File: src/rtl/rcba_pkg.sv
// Package for the reference-counted block allocator.
// Holds sizes, opcode, status and state types, and the controller/datapath link structs.
// Depends on nothing.
`default_nettype none

package rcba_pkg;

  localparam int unsigned POOL_BLOCKS = 1024;
  localparam int unsigned BLK_W      = $clog2(POOL_BLOCKS);
  localparam int unsigned CNT_W      = $clog2(POOL_BLOCKS + 1);
  localparam int unsigned ID_W       = 10;
  localparam int unsigned LEN_W      = 16;
  localparam int unsigned TPB_W      = 9;
  localparam int unsigned SLOT_W     = 8;
  localparam int unsigned REF_W      = 16;
  localparam int unsigned STEP_W     = $clog2(LEN_W);

  localparam logic [REF_W-1:0] REF_MAX   = {REF_W{1'b1}};
  localparam logic [TPB_W-1:0] TPB_RESET = TPB_W'(16);
  localparam logic [TPB_W-1:0] TPB_MAX   = TPB_W'(256);

  typedef enum logic [1:0] {
    OP_ALLOC   = 2'd0,
    OP_ADDREF  = 2'd1,
    OP_DROPREF = 2'd2,
    OP_PREP    = 2'd3
  } opcode_e;

  typedef enum logic [1:0] {
    ST_OK    = 2'd0,
    ST_NOBLK = 2'd1,
    ST_DFREE = 2'd2,
    ST_SAT   = 2'd3
  } status_e;

  typedef enum logic [2:0] {
    S_IDLE,
    S_MOD,
    S_EVAL,
    S_WRB,
    S_DONE
  } state_e;

  typedef struct packed {
    logic accept;
    logic rem_start;
    logic eval;
    logic wr_b;
    logic load_out;
  } rcba_cmd_t;

  typedef struct packed {
    logic rem_done;
    logic need_wr_b;
    logic out_free;
  } rcba_sts_t;

endpackage

`default_nettype wire

File: src/rtl/rcba_ctrl.sv
// Controller state machine of the block allocator.
// Sequences accept, remainder, evaluation, second table write and delivery; uses rcba_pkg.
`default_nettype none

module rcba_ctrl (
  input  logic                clk_i,
  input  logic                rst_ni,
  input  logic                in_valid_i,
  input  logic [1:0]          opcode_i,
  output logic                in_stall_o,
  input  rcba_pkg::rcba_sts_t sts_i,
  output rcba_pkg::rcba_cmd_t cmd_o
);

  rcba_pkg::state_e state_q, state_d;
  logic             is_prep;

  assign is_prep = (opcode_i == rcba_pkg::OP_PREP);

  always_comb begin
    state_d = state_q;
    unique case (state_q)
      rcba_pkg::S_IDLE: begin
        if (in_valid_i) begin
          state_d = is_prep ? rcba_pkg::S_MOD : rcba_pkg::S_EVAL;
        end
      end
      rcba_pkg::S_MOD: begin
        if (sts_i.rem_done) begin
          state_d = rcba_pkg::S_EVAL;
        end
      end
      rcba_pkg::S_EVAL: begin
        state_d = sts_i.need_wr_b ? rcba_pkg::S_WRB : rcba_pkg::S_DONE;
      end
      rcba_pkg::S_WRB: begin
        state_d = rcba_pkg::S_DONE;
      end
      rcba_pkg::S_DONE: begin
        if (sts_i.out_free) begin
          state_d = rcba_pkg::S_IDLE;
        end
      end
      default: begin
        state_d = rcba_pkg::S_IDLE;
      end
    endcase
  end

  always_comb begin
    in_stall_o      = (state_q != rcba_pkg::S_IDLE);
    cmd_o.accept    = (state_q == rcba_pkg::S_IDLE) && in_valid_i;
    cmd_o.rem_start = cmd_o.accept && is_prep;
    cmd_o.eval      = (state_q == rcba_pkg::S_EVAL);
    cmd_o.wr_b      = (state_q == rcba_pkg::S_WRB);
    cmd_o.load_out  = (state_q == rcba_pkg::S_DONE) && sts_i.out_free;
  end

  always_ff @(posedge clk_i or negedge rst_ni) begin
    if (!rst_ni) begin
      state_q <= rcba_pkg::S_IDLE;
    end else begin
      state_q <= state_d;
    end
  end

endmodule

`default_nettype wire

File: config.mk
export PLATFORM = sky130hd
export DESIGN_NAME = rcba_ctrl
export DESIGN_NICKNAME = d
export VERILOG_FILES = /design/src/rtl/rcba_pkg.sv /design/src/rtl/rcba_ctrl.sv
export SDC_FILE = /design/constraint.sdc
export NUM_CORES = 1
export LEC_CHECK = 0
export BUFFER_PORTS_ARGS = -buffer_cell sky130_fd_sc_hd__buf_2
export CELL_PAD_IN_SITES_DETAIL_PLACEMENT = 1
export CELL_PAD_IN_SITES_GLOBAL_PLACEMENT = 2
export CORE_UTILIZATION = 14
export DETAILED_ROUTE_END_ITERATION = 10
export PLACE_DENSITY = 0.69
export SLEW_MARGIN = 20
export SYNTH_ARGS = -nofsm -noshare
export SYNTH_HDL_FRONTEND = slang
export SYNTH_SLANG_ARGS = --single-unit
File: constraint.sdc
create_clock -name clk_i -period 1 [get_ports clk_i]
set_input_delay 0.1 -clock clk_i [delete_from_list [all_inputs] [get_ports clk_i]]
set_output_delay 0.1 -clock clk_i [all_outputs]
set_load 0.05 [all_outputs]
# Word level (Yosys, flattened, before mapping)
# Cells that the tools add are included.
# Widths: inputs -> output; s select.
# totals
out_inout_bits	6
input_bits	8
register_bits	3
word_cells	21
# classes
n_reduce_logical	6
muxes	6
n_eq_ne	8
# ops
operator	n
$pmux 3 s5	1
$mux 3	4
$eq 3x2->1 const B	2
$ne 2x2->1 const B	3
$eq 3x1->1 const B	1
$eq 3x3->1 const B	1
$logic_and 1x1->1	3
$logic_not 3->1	1
$reduce_and 3->1	1
$reduce_bool 3->1	1
$eq 2x2->1 const B	1
$mux 2	1

# Depth between registers and ports, before layout
# depth
word_depth	4
ltp_mapped	3
mapped_depth_nobuf	3

# Worst setup path before layout
# No wires, ideal clock.
# synth_path
path_type	register to output
start	register state_q[0]
end	output cmd_o[3] in the netlist's numbering
path_stages_with_launch	4
required_time_ns	0.900
t_arrival_ns	1.807
n_path_buf	0
path_slack_ns	-0.907
cell_sequence	dfrtp_1 nor2_1 nand2_1 nor3_1
# synth_lines
item	line	text
start: declaration	rcba_ctrl.sv:15	rcba_pkg::state_e state_q, state_d;
start signal: assignment	rcba_ctrl.sv:61	state_q <= rcba_pkg::S_IDLE;
start signal: assignment	rcba_ctrl.sv:63	state_q <= state_d;
end: declaration	rcba_ctrl.sv:12	output rcba_pkg::rcba_cmd_t cmd_o

# Worst setup path in the final report
# layout_path
start	register state_q[0]
end	output in_stall_o
# layout_via
elab_chain_cells	1
# layout_lines
item	line	text
$reduce_bool 3->1	rcba_ctrl.sv:51	in_stall_o = (state_q != rcba_pkg::S_IDLE);
end: declaration	rcba_ctrl.sv:10	output logic in_stall_o,
# No other way between the ends.

==> impl_metrics.prom <==
# TYPE chip_impl_metric gauge
chip_impl_metric{name="sequential_area_share_after_synthesis",unit="%"} 40.3
chip_impl_metric{name="p_sw",unit="mW"} 0.905
chip_impl_info{name="cp_top_family",value="flip-flops"} 1
chip_impl_metric{name="totalWireLength",unit="um"} 797
chip_impl_metric{name="fp.dieArea",unit="mm^2"} 0.00148
chip_impl_metric{name="maxClockFrequency",unit="MHz"} 762
chip_impl_metric{name="worstSkewPairLatency",unit="ps"} 250
chip_impl_metric{name="timing.critical_path.fanout_max",unit=""} 3
chip_impl_metric{name="syn_area",unit="um^2"} 186
chip_impl_metric{name="drive_above_1_share",unit="%"} 78.0
chip_impl_info{name="crit_path_cells",value="or3_4 > buf_6"} 1
chip_impl_metric{name="grt_max_degree",unit=""} 7
chip_impl_metric{name="totalPowerFinal",unit="mW"} 1.92
chip_impl_metric{name="yosysUniqueCellTypes",unit=""} 15
chip_impl_metric{name="clk_pin_slew_worst_paths",unit="ps"} 40
chip_impl_metric{name="std_cell_rows",unit=""} 12
chip_impl_metric{name="timing_worst_slew_pin_value",unit="ps"} 160
chip_impl_metric{name="postSynthCellCount",unit=""} 24
chip_impl_info{name="rsz0062_at_grt",value="true"} 1
chip_impl_metric{name="finalClockSkew",unit="ps"} 7.06
chip_impl_metric{name="dpl.cell_count",unit=""} 55
chip_impl_metric{name="dr.first_iter.drc_count",unit=""} 2
chip_impl_metric{name="yosys_warnings",unit=""} 0
chip_impl_info{name="cts_tree",value="yes"} 1
chip_impl_metric{name="synth-seq-cells",unit=""} 3
chip_impl_metric{name="synth_fa_ha_area_share",unit="%"} 0
chip_impl_info{name="crit_path_top_delay_cell",value="sky130_fd_sc_hd__dfrtp_2"} 1
chip_impl_metric{name="worst_slack",unit="ps"} -313
chip_impl_metric{name="power.internal",unit="mW"} 1.01
chip_impl_metric{name="boundaryPins",unit=""} 14
chip_impl_metric{name="synth.area.mux_share",unit="%"} 0
chip_impl_metric{name="clock_tree.buffer_depth",unit=""} 2
chip_impl_metric{name="area_delta_synth_final",unit="%"} 174
chip_impl_metric{name="syn_nets",unit=""} 32
chip_impl_metric{name="number_of_global_route_vias_before_repair",unit=""} 321
chip_impl_metric{name="syn_avg_cell_area",unit="um^2"} 7.77
chip_impl_info{name="top_register",value="state_q"} 1
chip_impl_metric{name="num-nets-final",unit=""} 59
chip_impl_metric{name="reg2reg_setup_slack",unit="ps"} -270
chip_impl_metric{name="initial_core_util",unit="%"} 15.9
chip_impl_metric{name="routabilityCongestion",unit=""} 0.735
chip_impl_metric{name="fp.dieH",unit="um"} 38.5
chip_impl_metric{name="number_of_clock_buffers_inserted_by_tritoncts",unit=""} 3
chip_impl_metric{name="fin_crit_sh",unit="%"} 131
chip_impl_metric{name="core_region_area",unit="mm^2"} 0.00117
chip_impl_info{name="run_status",value="finished with violations"} 1
chip_impl_metric{name="power_leakage",unit="nW"} 0.225
chip_impl_metric{name="arrival_time_at_the_worst_endpoint",unit="ps"} 1210
chip_impl_info{name="timing.critical_path.to_type",value="primary output"} 1
chip_impl_metric{name="drt_drc_violations_left",unit=""} 0
chip_impl_metric{name="power_per_cell_area",unit="mW/mm^2"} 3760
chip_impl_info{name="hold_path.class",value="in -> reg"} 1
chip_impl_metric{name="drv_cap",unit=""} 0
chip_impl_metric{name="wp_data_required",unit="ps"} 900
chip_impl_metric{name="critical_path_buf_inv_count",unit=""} 1
chip_impl_metric{name="slew_headroom",unit="%"} 89.3
chip_impl_metric{name="avgRoutedWirePerCell",unit="um"} 12.5
chip_impl_metric{name="groute.usage.overall",unit="%"} 15.3
chip_impl_info{name="violations_in_the_final_reports",value="negative setup slack"} 1
chip_impl_metric{name="global_route_wire_length_before_repair",unit="mm"} 1.44
chip_impl_info{name="timing.critical_path.from_type",value="register"} 1
chip_impl_metric{name="final-instance-count-excl-fill",unit=""} 64
chip_impl_metric{name="place.port_buffers",unit=""} 13
chip_impl_metric{name="num_vias",unit=""} 292
chip_impl_metric{name="fin_crit",unit="ps"} 1310
chip_impl_metric{name="grt_overflow",unit=""} 0
chip_impl_info{name="largestRegisters",value="state_q (3)"} 1
chip_impl_info{name="worst-setup-path-type",value="reg -> out"} 1
chip_impl_metric{name="ctsHtreeMaxLevel",unit=""} 1
chip_impl_metric{name="clkPwrFrac",unit="%"} 12.1
chip_impl_metric{name="grt_antenna_before_repair",unit=""} 0
chip_impl_metric{name="final_layout_fill_cell_count",unit=""} 141
chip_impl_info{name="layout_common_cells",value="sky130_fd_sc_hd__buf_2, sky130_fd_sc_hd__buf_6, sky130_fd_sc_hd__nor2_4, sky130_fd_sc_hd__buf_4, sky130_fd_sc_hd__clkbuf_4"} 1
chip_impl_metric{name="synth_simple_gate_area_share",unit="%"} 47.7
chip_impl_metric{name="detail_route.vias_per_cell",unit=""} 4.56
chip_impl_metric{name="drtPass1Iterations",unit=""} 3
chip_impl_metric{name="report.final.setup_viol",unit=""} 9
chip_impl_metric{name="gate_power_share",unit="%"} 74.4
chip_impl_metric{name="post-dp-hpwl",unit="um"} 570
chip_impl_metric{name="tritoncts_num_sinks",unit=""} 3
chip_impl_metric{name="switching_share_of_power",unit="%"} 47.2
chip_impl_metric{name="synth_compound_area_share",unit="%"} 10.1
chip_impl_metric{name="timing.critical_path.slowest_cell_delay",unit="ps"} 440
chip_impl_metric{name="sequentialPowerShare",unit="%"} 13.5
chip_impl_metric{name="die-width",unit="um"} 38.5
chip_impl_metric{name="largest_register_ffs",unit=""} 3
chip_impl_info{name="clockRootBuffer",value="sky130_fd_sc_hd__clkbuf_4"} 1
chip_impl_metric{name="slew_violations",unit=""} 0
chip_impl_metric{name="timing_hold_violations_final",unit=""} 0
chip_impl_metric{name="antenna_violating_nets_post_route",unit=""} 0
chip_impl_info{name="synth_top_family_by_area",value="simple AND/OR/NAND/NOR gates"} 1
chip_impl_metric{name="share_of_the_synthesized_netlist_area_taken_by_xor_and_xnor_gates",unit="%"} 0
chip_impl_metric{name="insertedDiodeCount",unit=""} 0
chip_impl_metric{name="irDropWorstVdd",unit="V"} 0.00153
-- repair_timing --
| action | CTS | global route |
|---|---|---|
| gates resized for setup | 22 | 1 |
| hold buffers | 1 | 0 |
| buffers inserted | 3 | 1 |
| setup endpoints to repair | 9 | 9 |
| endpoints found under the hold margin | 3 | 0 |
| pin swaps | 4 | 1 |
-- area by class of cell --
| cell class | instances | area, um^2 | area share [%] |
|---|---|---|---|
| clock buffer | 4 | 26.3 | 5.15 |
| inverter | 1 | 3.75 | 0.735 |
| multi-input combinational | 20 | 181 | 35.5 |
| sequential | 3 | 77.6 | 15.2 |
| tap | 14 | 17.5 | 3.43 |
| timing repair buffer | 22 | 204 | 40.0 |
-- worst register-to-register path, stage by stage (launching register included) --
cell and delay (ps):
sky130_fd_sc_hd__dfrtp_2 430, sky130_fd_sc_hd__buf_4 140, sky130_fd_sc_hd__buf_6 110, sky130_fd_sc_hd__or3_1 330, sky130_fd_sc_hd__a31oi_1 160
-- synthesized netlist by cell type, drive strengths merged --
cell type	count	area, um^2
nand3	1	5.00
nand2	4	15.0
nand3b	1	7.51
and3	1	6.26
and2b	1	8.76
nand4	1	6.26
a31oi	2	12.5
inv	1	3.75
dfrtp	3	75.1
nor2	4	15.0
nand2b	1	6.26
nor3	1	5.00
or3	2	13.8
o22ai	1	6.26
-- cells by family (layout without fill, tap and decap cells) --
kind of cell | Yosys count | after routing
compound gates | 3 | 3
buf+inv | 1 | 27
flops | 3 | 3
simple gates | 17 | 17
-- power by group through the flow --
stage | clock, mW | combinational [mW] | sequential, mW
floorplan | 0 | 0.694 | 0.292
finish | 0.232 | 1.43 | 0.259
CTS | 0.242 | 1.39 | 0.263
detailed placement | 0 | 1.01 | 0.263
global route | 0.246 | 1.52 | 0.266
global placement | 0 | 0.998 | 0.259
-- metal layers --
metal  up-vias  routed length, um  share of wire (%)  GRT usage, %
li1        140                  -                  -             -
met2        11                431                 54          27.1
met3         2                 33                4.1          5.23
met5         -                  0                  0             0
met4         0                 25                3.1          10.3
met1       139                307                 39          14.6
-- final timing paths --
| kind | start | to | cells past startpoint |
|---|---|---|---|
| hold reg to reg | state_q[2] | state_q[1] | 2 |
| setup reg to reg | state_q[1] | state_q[0] | 4 |
| setup / recovery | state_q[0] | in_stall_o | 2 |
| min in group asynchronous | rst_ni | state_q[2] | 2 |
| hold / removal | sts_i[0] | state_q[2] | 2 |
| max in group asynchronous | rst_ni | state_q[0] | 2 |
-- through the flow --
step / utilization (%) / cell area (um^2) / setup TNS (ps) / hold slack [ps] / setup slack (ps)
final: 43.6 / 510 / -2040 / 71.7 / -313
after global routing: 43.6 / 510 / -2430 / 76.7 / -359
after CTS: 42.6 / 499 / -2010 / 68.9 / -326
after detailed placement: 30.2 / 354 / -866 / -101 / -161
after global placement: 30.2 / 354 / -726 / -102 / -120
after floorplan: - / 241 / -586 / -196 / -180
Power figures use the tool's default switching activity.
